### config.mk
export PLATFORM = sky130hd
export DESIGN_NAME = servo_slew_limiter_3ch
export DESIGN_NICKNAME = d
export VERILOG_FILES = /design/src/hw/rtl/ssl_pkg.sv /design/src/hw/rtl/ssl_chan.sv /design/src/hw/rtl/servo_slew_limiter_3ch.sv
export SDC_FILE = /design/constraint.sdc
export NUM_CORES = 1
export LEC_CHECK = 0
export BUFFER_PORTS_ARGS = -buffer_cell sky130_fd_sc_hd__buf_2
export CORE_MARGIN = 2
export CORE_UTILIZATION = 62
export DETAILED_ROUTE_END_ITERATION = 10
export PLACE_DENSITY = 0.82
export SYNTH_ARGS = -nofsm -noshare
export SYNTH_HDL_FRONTEND = slang
export SYNTH_SLANG_ARGS = --single-unit
### constraint.sdc
create_clock -name clk -period 8.5 [get_ports clk]
set_input_delay 1.275 -clock clk [delete_from_list [all_inputs] [get_ports clk]]
set_output_delay 1.275 -clock clk [all_outputs]
set_load 0.02 [all_outputs]
### src/hw/rtl/ssl_pkg.sv
package ssl_pkg;

	// Number of servo channels in use and the number of result slots.
	localparam int unsigned NUM_CHANNELS = 3;
	localparam int unsigned NCH_STORE    = 3;

	// Configuration register reset values.
	localparam logic [15:0] RST_MIN_PULSE    = 16'd500;
	localparam logic [15:0] RST_MAX_PULSE    = 16'd2500;
	localparam logic [15:0] RST_MID_PULSE    = 16'd1500;
	localparam logic [15:0] RST_MAX_STEP     = 16'd200;
	localparam logic [15:0] RST_DEFAULT_STEP = 16'd20;

	// Register file addressing: register i sits at byte address 4*i.
	localparam int unsigned PADDR_W = 5;

	localparam logic [2:0] REG_MIN_PULSE    = 3'd0;
	localparam logic [2:0] REG_MAX_PULSE    = 3'd1;
	localparam logic [2:0] REG_MID_PULSE    = 3'd2;
	localparam logic [2:0] REG_MAX_STEP     = 3'd3;
	localparam logic [2:0] REG_DEFAULT_STEP = 3'd4;

	// Request kinds.
	localparam logic REQ_SET  = 1'b0;
	localparam logic REQ_TICK = 1'b1;

	// Target codes used when a value lies outside the allowed range.
	localparam logic [15:0] CODE_MIN = 16'd0;
	localparam logic [15:0] CODE_MAX = 16'd1;
	localparam logic [15:0] CODE_MID = 16'd2;

	typedef struct packed {
		logic        req_type;
		logic [1:0]  channel;
		logic [15:0] target_value;
		logic [15:0] speed;
	} req_t;

	typedef struct packed {
		logic [15:0] reply_value;
		logic [15:0] width_ch0;
		logic [15:0] width_ch1;
		logic [15:0] width_ch2;
		logic        at_pos_ch0;
		logic        at_pos_ch1;
		logic        at_pos_ch2;
	} rsp_t;

	// Live configuration seen by every channel.
	typedef struct packed {
		logic [15:0] min_pulse;
		logic [15:0] max_pulse;
		logic [15:0] mid_pulse;
		logic [15:0] max_step;
	} cfg_t;

endpackage

### src/hw/rtl/ssl_chan.sv
module ssl_chan (
	input  logic          clk,
	input  logic          arst_n,
	input  logic          en,
	input  logic          sel,
	input  ssl_pkg::req_t req,
	input  ssl_pkg::cfg_t cfg,
	output logic [15:0]   width,
	output logic          at_pos
);
	import ssl_pkg::*;

	logic [15:0] width_q;
	logic [15:0] target_q;
	logic [15:0] step_q;
	logic        at_pos_q;

	logic        below;
	logic [15:0] span;
	logic [15:0] move;
	logic [15:0] width_tick;
	logic        in_range;
	logic        taken;
	logic [15:0] target_new;

	// Slew: move toward the target by at most the channel step.
	always_comb begin
		below      = width_q < target_q;
		span       = below ? (target_q - width_q) : (width_q - target_q);
		move       = (span > step_q) ? step_q : span;
		width_tick = below ? (width_q + move) : (width_q - move);
	end

	// Target selection: an in-range value wins over the codes.
	always_comb begin
		in_range   = (req.target_value >= cfg.min_pulse) &&
			(req.target_value <= cfg.max_pulse);
		taken      = 1'b1;
		target_new = req.target_value;
		if (!in_range) begin
			case (req.target_value)
				CODE_MIN: target_new = cfg.min_pulse;
				CODE_MAX: target_new = cfg.max_pulse;
				CODE_MID: target_new = cfg.mid_pulse;
				default: taken = 1'b0;
			endcase
		end
	end

	always_ff @(posedge clk or negedge arst_n) begin
		if (!arst_n) begin
			width_q  <= '0;
			target_q <= RST_MID_PULSE;
			step_q   <= RST_DEFAULT_STEP;
			at_pos_q <= 1'b0;
		end else if (en) begin
			if (req.req_type == REQ_TICK) begin
				if (width_q == target_q) begin
					at_pos_q <= 1'b1;
				end else begin
					width_q <= width_tick;
				end
			end else if (sel) begin
				if (req.speed != '0) begin
					step_q <= (req.speed > cfg.max_step) ? cfg.max_step : req.speed;
				end
				if (taken) begin
					target_q <= target_new;
					at_pos_q <= 1'b0;
				end
			end
		end
	end

	assign width  = width_q;
	assign at_pos = at_pos_q;

	// A tick that finds the width on target raises the flag and holds the width.
	assert property (@(posedge clk) disable iff (!arst_n)
		en && req.req_type == REQ_TICK && width_q == target_q
		|=> at_pos_q && $stable(width_q))
		else $error("ssl_chan: on-target tick did not settle");

	// The width never moves except on a tick.
	assert property (@(posedge clk) disable iff (!arst_n)
		!(en && req.req_type == REQ_TICK) |=> $stable(width_q))
		else $error("ssl_chan: width moved without a tick");

endmodule

### src/hw/rtl/servo_slew_limiter_3ch.sv
// A request accepted into the request register is applied to the channel state, and its
// result is loaded into the result register, once the result slot is empty or being taken.
// Throughput: one request per cycle while results are taken; the channel update is a single
// compare, subtract and clamp between the request register and the channel state registers.
// Reset (arst_n low, asynchronous) empties the pipeline, returns the configuration
// registers to their defaults and sets every channel to width 0, the default mid
// target, the default step and a cleared at-position flag.
module servo_slew_limiter_3ch (
	input  logic                          clk,
	input  logic                          arst_n,
	input  logic                          psel,
	input  logic                          penable,
	input  logic                          pwrite,
	input  logic [ssl_pkg::PADDR_W-1:0]   paddr,
	input  logic [31:0]                   pwdata,
	output logic [31:0]                   prdata,
	output logic                          pready,
	input  logic                          req_valid,
	output logic                          req_stall,
	input  ssl_pkg::req_t                 req_data,
	output logic                          rsp_valid,
	input  logic                          rsp_stall,
	output ssl_pkg::rsp_t                 rsp_data
);
	import ssl_pkg::*;

	// Configuration registers. The default step and mid value only matter
	// through reset; the live mid value is still used for the mid code.
	logic [15:0] min_pulse_q;
	logic [15:0] max_pulse_q;
	logic [15:0] mid_pulse_q;
	logic [15:0] max_step_q;
	logic [15:0] default_step_q;
	cfg_t        cfg;
	logic        cfg_wr;
	logic [2:0]  reg_idx;

	// Request register and result register.
	req_t        item_s1;
	logic        valid_s1;
	logic        adv;
	logic        accept;
	logic [15:0] reply_s2;
	logic        rsp_valid_q;

	// Channel state as seen at the ports; slots beyond the channel count read zero.
	logic [15:0] widths [NCH_STORE];
	logic        flags  [NCH_STORE];
	logic [15:0] reply_next;

	assign pready  = 1'b1;
	assign cfg_wr  = psel && penable && pwrite;
	assign reg_idx = paddr[PADDR_W-1:2];

	always_ff @(posedge clk or negedge arst_n) begin
		if (!arst_n) begin
			min_pulse_q    <= RST_MIN_PULSE;
			max_pulse_q    <= RST_MAX_PULSE;
			mid_pulse_q    <= RST_MID_PULSE;
			max_step_q     <= RST_MAX_STEP;
			default_step_q <= RST_DEFAULT_STEP;
		end else if (cfg_wr) begin
			unique case (reg_idx)
				REG_MIN_PULSE:    min_pulse_q    <= pwdata[15:0];
				REG_MAX_PULSE:    max_pulse_q    <= pwdata[15:0];
				REG_MID_PULSE:    mid_pulse_q    <= pwdata[15:0];
				REG_MAX_STEP:     max_step_q     <= pwdata[15:0];
				REG_DEFAULT_STEP: default_step_q <= pwdata[15:0];
				default: ;
			endcase
		end
	end

	// Register readback; addresses past the last register read as zero.
	always_comb begin
		unique case (reg_idx)
			REG_MIN_PULSE:    prdata = {16'd0, min_pulse_q};
			REG_MAX_PULSE:    prdata = {16'd0, max_pulse_q};
			REG_MID_PULSE:    prdata = {16'd0, mid_pulse_q};
			REG_MAX_STEP:     prdata = {16'd0, max_step_q};
			REG_DEFAULT_STEP: prdata = {16'd0, default_step_q};
			default:          prdata = '0;
		endcase
	end

	always_comb begin
		cfg.min_pulse = min_pulse_q;
		cfg.max_pulse = max_pulse_q;
		cfg.mid_pulse = mid_pulse_q;
		cfg.max_step  = max_step_q;
	end

	// The request in the first stage is applied to the channel state at the
	// same edge that loads the result register, so the state registers always
	// match the result on offer. The stage moves on whenever the result slot
	// is empty or being taken, which lets a new request enter every cycle.
	assign adv       = valid_s1 && (!rsp_valid_q || !rsp_stall);
	assign req_stall = valid_s1 && !adv;
	assign accept    = req_valid && !req_stall;

	always_ff @(posedge clk or negedge arst_n) begin
		if (!arst_n) begin
			valid_s1 <= 1'b0;
		end else if (accept) begin
			valid_s1 <= 1'b1;
		end else if (adv) begin
			valid_s1 <= 1'b0;
		end
	end

	always_ff @(posedge clk) begin
		if (accept) begin
			item_s1 <= req_data;
		end
	end

	// One slew unit per channel in use.
	for (genvar c = 0; c < NCH_STORE; c++) begin : g_chan
		if (c < NUM_CHANNELS) begin : g_used
			ssl_chan u_chan (
				.clk    (clk),
				.arst_n (arst_n),
				.en     (adv),
				.sel    (item_s1.channel == 2'(c)),
				.req    (item_s1),
				.cfg    (cfg),
				.width  (widths[c]),
				.at_pos (flags[c])
			);
		end else begin : g_unused
			assign widths[c] = '0;
			assign flags[c]  = 1'b0;
		end
	end

	// A set request replies with the addressed channel's width; a tick or a
	// channel that does not exist replies zero. Unused slots already read zero.
	always_comb begin
		reply_next = '0;
		if (item_s1.req_type == REQ_SET) begin
			for (int i = 0; i < NCH_STORE; i++) begin
				if (item_s1.channel == 2'(i)) begin
					reply_next = widths[i];
				end
			end
		end
	end

	always_ff @(posedge clk or negedge arst_n) begin
		if (!arst_n) begin
			rsp_valid_q <= 1'b0;
		end else if (adv) begin
			rsp_valid_q <= 1'b1;
		end else if (!rsp_stall) begin
			rsp_valid_q <= 1'b0;
		end
	end

	always_ff @(posedge clk) begin
		if (adv) begin
			reply_s2 <= reply_next;
		end
	end

	assign rsp_valid = rsp_valid_q;

	always_comb begin
		rsp_data.reply_value = reply_s2;
		rsp_data.width_ch0   = widths[0];
		rsp_data.width_ch1   = widths[1];
		rsp_data.width_ch2   = widths[2];
		rsp_data.at_pos_ch0  = flags[0];
		rsp_data.at_pos_ch1  = flags[1];
		rsp_data.at_pos_ch2  = flags[2];
	end

	// A tick always replies zero.
	assert property (@(posedge clk) disable iff (!arst_n)
		adv && item_s1.req_type == REQ_TICK |=> reply_s2 == '0)
		else $error("ssl: tick produced a nonzero reply");

	// A set request never moves any width.
	assert property (@(posedge clk) disable iff (!arst_n)
		adv && item_s1.req_type == REQ_SET
		|=> $stable(widths[0]) && $stable(widths[1]) && $stable(widths[2]))
		else $error("ssl: set request moved a width");

	// Channel state only changes when a result is loaded, so a held result
	// keeps showing the state it was produced with.
	assert property (@(posedge clk) disable iff (!arst_n)
		rsp_valid_q && rsp_stall |=> $stable(widths[0]) && $stable(flags[0]))
		else $error("ssl: channel state changed under a held result");

	// The request stage only stalls when it holds a request.
	assert property (@(posedge clk) disable iff (!arst_n)
		req_stall |-> valid_s1 && rsp_valid_q)
		else $error("ssl: stall without a blocked request");

endmodule

==> run metrics, run 1 <==
core area=0.0357 mm²; clk slew on worst S/H paths=0.06 ns; Max Slew Vio Count=0; I/O pin cnt=181; post-layout min period=8.15 ns; clock sinks=280; Vias=20500; Fillers=2762; TritonCTS clock tree=built; post-synth top area cell=dfrtp_1; relative slew slack=7.50%; worst hold margin=0.486 ns; Layout area overhead=11.2%; max-cap violation count=0; Post-Syn Area=0.0226 mm²; Setup CP Type=register to register; Reg area=0.00732 mm²; final critical-path setup slack=0.350 ns; CP peak stage delay=0.58 ns; Final Hold Viols=0; post-synth top area share=19.8%; largest net degree at the start of global routing=150; die area=0.0380 mm²; ANT cells=0; hold crit path type=register to register; register area share after synthesis=32.4%; Main synth FF type=dfrtp_1; Slowest cell on crit path=or4_1; vias in the first global route=19900; mean post-synth cell area=8.66 µm²; Synth Instances=2610; WP data arrival=8.62 ns; synth cell count leaders=nand2_1 (269), ha_1 (234), inv_1 (233), o21ai_0 (226), a21oi_1 (204); Post-synth EDFFs=51; WL per Instance=21.6 µm; Vias per Instance=6.33; Placed Instance Area=0.0240 mm²; top cells by area, synth=dfrtp_1 (20%), ha_1 (13%), edfxtp_1 (6.8%), dfstp_2 (5.8%), o21ai_0 (5.0%); Die Wd=195 µm; H-tree Lvls=1; Slew @ Worst Pin=1.38 ns; pre-CTS setup slack=0.231 ns; fin area=0.0251 mm²; count leader, synth=nand2_1; worst path required time=8.97 ns; first-iteration detailed-routing DRC count=2090; first-pass GRT wire length=109000 µm; share of layout cells above drive strength 1=17.0%; grt ovf=0; die height=195 µm; fraction of registers with async set/reset=81.8%; final core occ=70.3%; GP Congestion=0.960; number of core rows=69; DRC viols=0; Final ANT Viol Nets=0; Num CTS Buffers=31; root buffer cell=clkbuf_16; final wirelength=70200 µm; Tcrit/Tclk final=95.9%; clk_lat worst skew=0.61 ns; # setup viols final=0; post-DP HPWL=52400 µm; multi-input logic area=0.0139 mm²; Clock Path Buffers=3; Initial Util=63.2%; flops & latches, synth=280; endpoint type of the worst setup path=register; number of synthesis warnings=0; total track usage=36.4%; number of antenna violations at the first check in global routing=0; synth unique cells=99; status=complete, no violations; I/O Buffers=145; Clock Skew=0.0167 ns; crit start category=register; CP Max Fanout=12; TritonRoute pass-1 iters=6; # nets final=3080; f_max=123 MHz
[worst paths after layout]
check,slack [ns],cells after the start,end,start
max in group asynchronous,6.57,2,g_chan[2].g_used.u_chan.width[13]$_DFFE_PN0P_,arst_n
min,0.49,2,g_chan[2].g_used.u_chan.step_q[8]$_DFFE_PN0P_,g_chan[2].g_used.u_chan.step_q[8]$_DFFE_PN0P_
max,0.35,34,g_chan[0].g_used.u_chan.width[15]$_DFFE_PN0P_,g_chan[0].g_used.u_chan.width[0]$_DFFE_PN0P_
max reg2reg,0.35,34,g_chan[0].g_used.u_chan.width[15]$_DFFE_PN0P_,g_chan[0].g_used.u_chan.width[0]$_DFFE_PN0P_
min in group asynchronous,0.61,1,g_chan[0].g_used.u_chan.width[6]$_DFFE_PN0P_,arst_n
min reg2reg,0.49,2,g_chan[2].g_used.u_chan.step_q[8]$_DFFE_PN0P_,g_chan[2].g_used.u_chan.step_q[8]$_DFFE_PN0P_
[through the flow]
| stage | cells | setup TNS [ns] |
|---|---|---|
| detailed placement | 3185 | 0 |
| global route | 3244 | -0.00543 |
| CTS | 3243 | 0 |
| finish | 3244 | 0 |
| global placement | 3185 | 0 |
| floorplan | 2625 | 0 |
[layout by cell type, fill, tap and decap left out, drive strengths merged, types with 37 or more instances in the layout]
cell / n
xnor2: 52
nor2: 188
inv: 236
a21oi: 206
dfstp: 50
buf: 241
ha: 234
o21ai: 238
nand3: 37
mux2: 61
dfrtp: 179
nand2: 269
clkbuf: 41
a21o: 72
xor2: 61
edfxtp: 51
mux2i: 80
[what timing repair did]
action                                  CTS  global route
buffers inserted                          0             1
endpoints found under the setup margin    0             8
hold buffers                              0             0
gates resized for setup                   0            20
[critical path: cells and delay by family, from the launching register on]
family	cells	cell delay, ns
fa+ha+maj	4	1.38
flops	1	0.45
compound gates	17	3.34
simple gates	8	1.90
xor+xnor	3	0.63
buf+inv	2	0.32
[layer usage]
layer	up-vias	GRT usage [%]	part of all wire [%]
met1	9846	48.5	41
met4	0	18.3	5.8
met5	-	0	0
met2	983	58.0	45
met3	217	5.43	8.6
li1	9481	-	-
[cells by family after synthesis]
| family | after synthesis | share of synthesized area [%] |
|---|---|---|
| simple gates | 711 | 14.6 |
| compound gates | 745 | 21.2 |
| flops | 280 | 32.4 |
| fa+ha+maj | 243 | 13.7 |
| buf+inv | 374 | 6.97 |
| mux | 142 | 6.70 |
| xor+xnor | 113 | 4.41 |
| other cells | 2 | 0.0332 |
[final cells by class]
cell class                      instances  share of cell area [%]
Multi-Input combinational cell       1971                    55.1
Sequential cell                       280                    29.1
Timing Repair Buffer                  241                    5.84
Inverter                              233                    3.48
Clock buffer                           41                    3.31
Tap cell                              461                    2.29
Clock inverter                         17                   0.791
[flip-flops by register name (all words and copies together) (netlist names), 3 cells and up]
name / count
default_step_q: 16
g_chan.g_used.u_chan.at_pos: 3
g_chan.g_used.u_chan.step_q: 48
g_chan.g_used.u_chan.target_q: 48
g_chan.g_used.u_chan.width: 48
item_s1: 35
max_pulse_q: 16
max_step_q: 16
mid_pulse_q: 16
min_pulse_q: 16
reply_s2: 16
Power of run 1 is not shown: default switching activity piles up to over one toggle a cycle in this logic, so the estimate is an artifact.
==> run 2, diff against run 1 <==
Settings changed: CORE_MARGIN 2 to 10, CORE_UTILIZATION 62 to 56, PLACE_DENSITY 0.82 to default, PLACE_DENSITY_LB_ADDON from default to 0.3.
Clock period 8.5 ns to 6.6 ns, I/O delays scaled along.
==> run 2 against run 1 <==
Compared with the run above: the run now ends with capacitance limit, slew limit, setup timing left; count of clock-buffer cells in the layout rose by 7; non-clock buffer count rose by 546; clock skew grew 0.0049 ns; utilization is 6.9 points higher; die area is 28% higher; setup slack worse by 1.1 ns; hold slack lost 0.083 ns; fmax grew 11%.
==> run metrics, run 2 (synthesized netlist as in run 1, its figures left out) <==
Final ANT Viol Nets=0; number of core rows=73; Layout area overhead=36.1%; Vias=23200; clk slew on worst S/H paths=0.06 ns; Vias per Instance=6.01; most frequent cells in the layout=buf_4 (618), nand2_1 (257), inv_1 (220); first-iteration detailed-routing DRC count=2319; final core occ=77.2%; endpoint type of the worst setup path=register; TritonCTS clock tree=built; hold crit path type=input port to async pin; root buffer cell=clkbuf_16; worst hold margin=0.403 ns; pre-CTS setup slack=-0.896 ns; GP Congestion=0.995; # nets final=3630; Clock Path Buffers=3; clock sinks=280; Crit Reg-Reg Startpoint=g_chan[0].g_used.u_chan.target_q[0]$_DFFE_PN0P_; Fillers=2789; Slowest cell on crit path=or4_4; Tcrit/Tclk final=111%; TritonRoute pass-1 iters=6; vias in the first global route=23400; H-tree Lvls=2; number of antenna violations at the first check in global routing=3; WL per Instance=22.0 µm; worst path required time=7.09 ns; most frequent CP cell=a21oi_2; Slew @ Worst Pin=1.56 ns; failing checks=capacitance limit, slew limit, setup timing; I/O pin cnt=181; RSZ-0062 raised after global routing=true; final wirelength=84800 µm; # setup viols final=15; grt ovf=0; Setup CP Type=register to register; commonest non-fill, non-tap cell in the layout=buf_4; first-pass GRT wire length=130000 µm; max-cap violation count=1; core area=0.0398 mm²; Die Wd=221 µm; Initial Util=56.8%; largest net degree at the start of global routing=86; I/O Buffers=145; CP Max Fanout=6; total track usage=33.0%; RR Endpoint=g_chan[0].g_used.u_chan.width[15]$_DFFE_PN0P_; relative slew slack=-4.05%; post-DP HPWL=63400 µm; WP data arrival=7.81 ns; die height=221 µm; Final Hold Viols=0; status=finished, violations left; ANT cells=0; DRC viols=0; post-layout min period=7.32 ns; Max Slew Vio Count=4; CP peak stage delay=0.54 ns; crit start category=register; f_max=137 MHz; clk_lat worst skew=0.58 ns; reg-to-reg setup timing slack=-0.72 ns; die area=0.0488 mm²; share of layout cells above drive strength 1=36.9%; Clock Skew=0.0216 ns; final critical-path setup slack=-0.719 ns; path depth of the worst reg2reg path=35; Num CTS Buffers=35
[run 2: cell types whose count changed in the layout (fill, tap and decap cells not counted), moves of 15 or more]
cell / delta
buf_4: +523
a21oi_1: -38
o21ai_0: -37
a21oi_2: +35
buf_6: +22
dfrtp_1: -22
dfrtp_2: +22
o21ai_1: +22
ha_1: -19
ha_4: +15
[run 2: area by class of cell]
type | count | area [µm²] | area share, %
multi-input combinational | 1971 | 15000 | 48.8
sequential | 280 | 7350 | 23.9
timing repair buffer | 787 | 5660 | 18.4
clock buffer | 48 | 976 | 3.17
inverter | 233 | 880 | 2.86
tap | 525 | 657 | 2.14
clock inverter | 16 | 233 | 0.757
[run 2: worst max-delay path, delay by kind of cell (launching register included)]
family | cells | cell delay (ns)
and+or+nand+nor | 11 | 2.58
AOI/OAI and AO/OA | 14 | 2.25
adders and majority gates | 4 | 1.20
xor gates and xnor gates | 3 | 0.43
DFF | 1 | 0.42
buffers and inverters | 3 | 0.38
[run 2: metal layers]
| metal | wire length, µm | GRT usage [%] | vias to the layer above |
|---|---|---|---|
| met5 | 24 | 0 | - |
| met4 | 4460 | 15.5 | 4 |
| met3 | 7610 | 7.13 | 293 |
| met2 | 39200 | 54.3 | 1143 |
| met1 | 33500 | 40.5 | 11200 |
| li1 | - | - | 10600 |
[run 2: worst max path at each step]
stage / startpoint / to
4_1_cts: g_chan[2].g_used.u_chan.width[1]$_DFFE_PN0P_ / g_chan[2].g_used.u_chan.width[15]$_DFFE_PN0P_
3_3_place_gp: g_chan[2].g_used.u_chan.target_q[0]$_DFFE_PN0P_ / g_chan[2].g_used.u_chan.width[15]$_DFFE_PN0P_
3_5_place_dp: g_chan[2].g_used.u_chan.target_q[1]$_DFFE_PN0P_ / g_chan[2].g_used.u_chan.width[15]$_DFFE_PN0P_
6_report: g_chan[0].g_used.u_chan.target_q[0]$_DFFE_PN0P_ / g_chan[0].g_used.u_chan.width[15]$_DFFE_PN0P_
2_1_floorplan: g_chan[2].g_used.u_chan.width[0]$_DFFE_PN0P_ / g_chan[2].g_used.u_chan.width[15]$_DFFE_PN0P_
5_1_grt: g_chan[2].g_used.u_chan.width[1]$_DFFE_PN0P_ / g_chan[2].g_used.u_chan.width[15]$_DFFE_PN0P_
[run 2: repair_timing]
action,in CTS,in global routing
hold buffers,0,0
buffers inserted,89,34
resized for setup,144,102
pin swaps,95,104
endpoints found under the setup margin,17,21
[run 2: metrics by stage]
step | instances | setup TNS [ns] | instance area [µm²]
after detailed placement | 3688 | -6.69 | 27700
after CTS | 3838 | -2.82 | 30200
after global routing | 3860 | -9.42 | 30800
after global placement | 3688 | -4.38 | 27700
final | 3860 | -4.76 | 30800
after floorplan | 2625 | -0.577 | 23100
Power of run 2 is left out for the same reason.
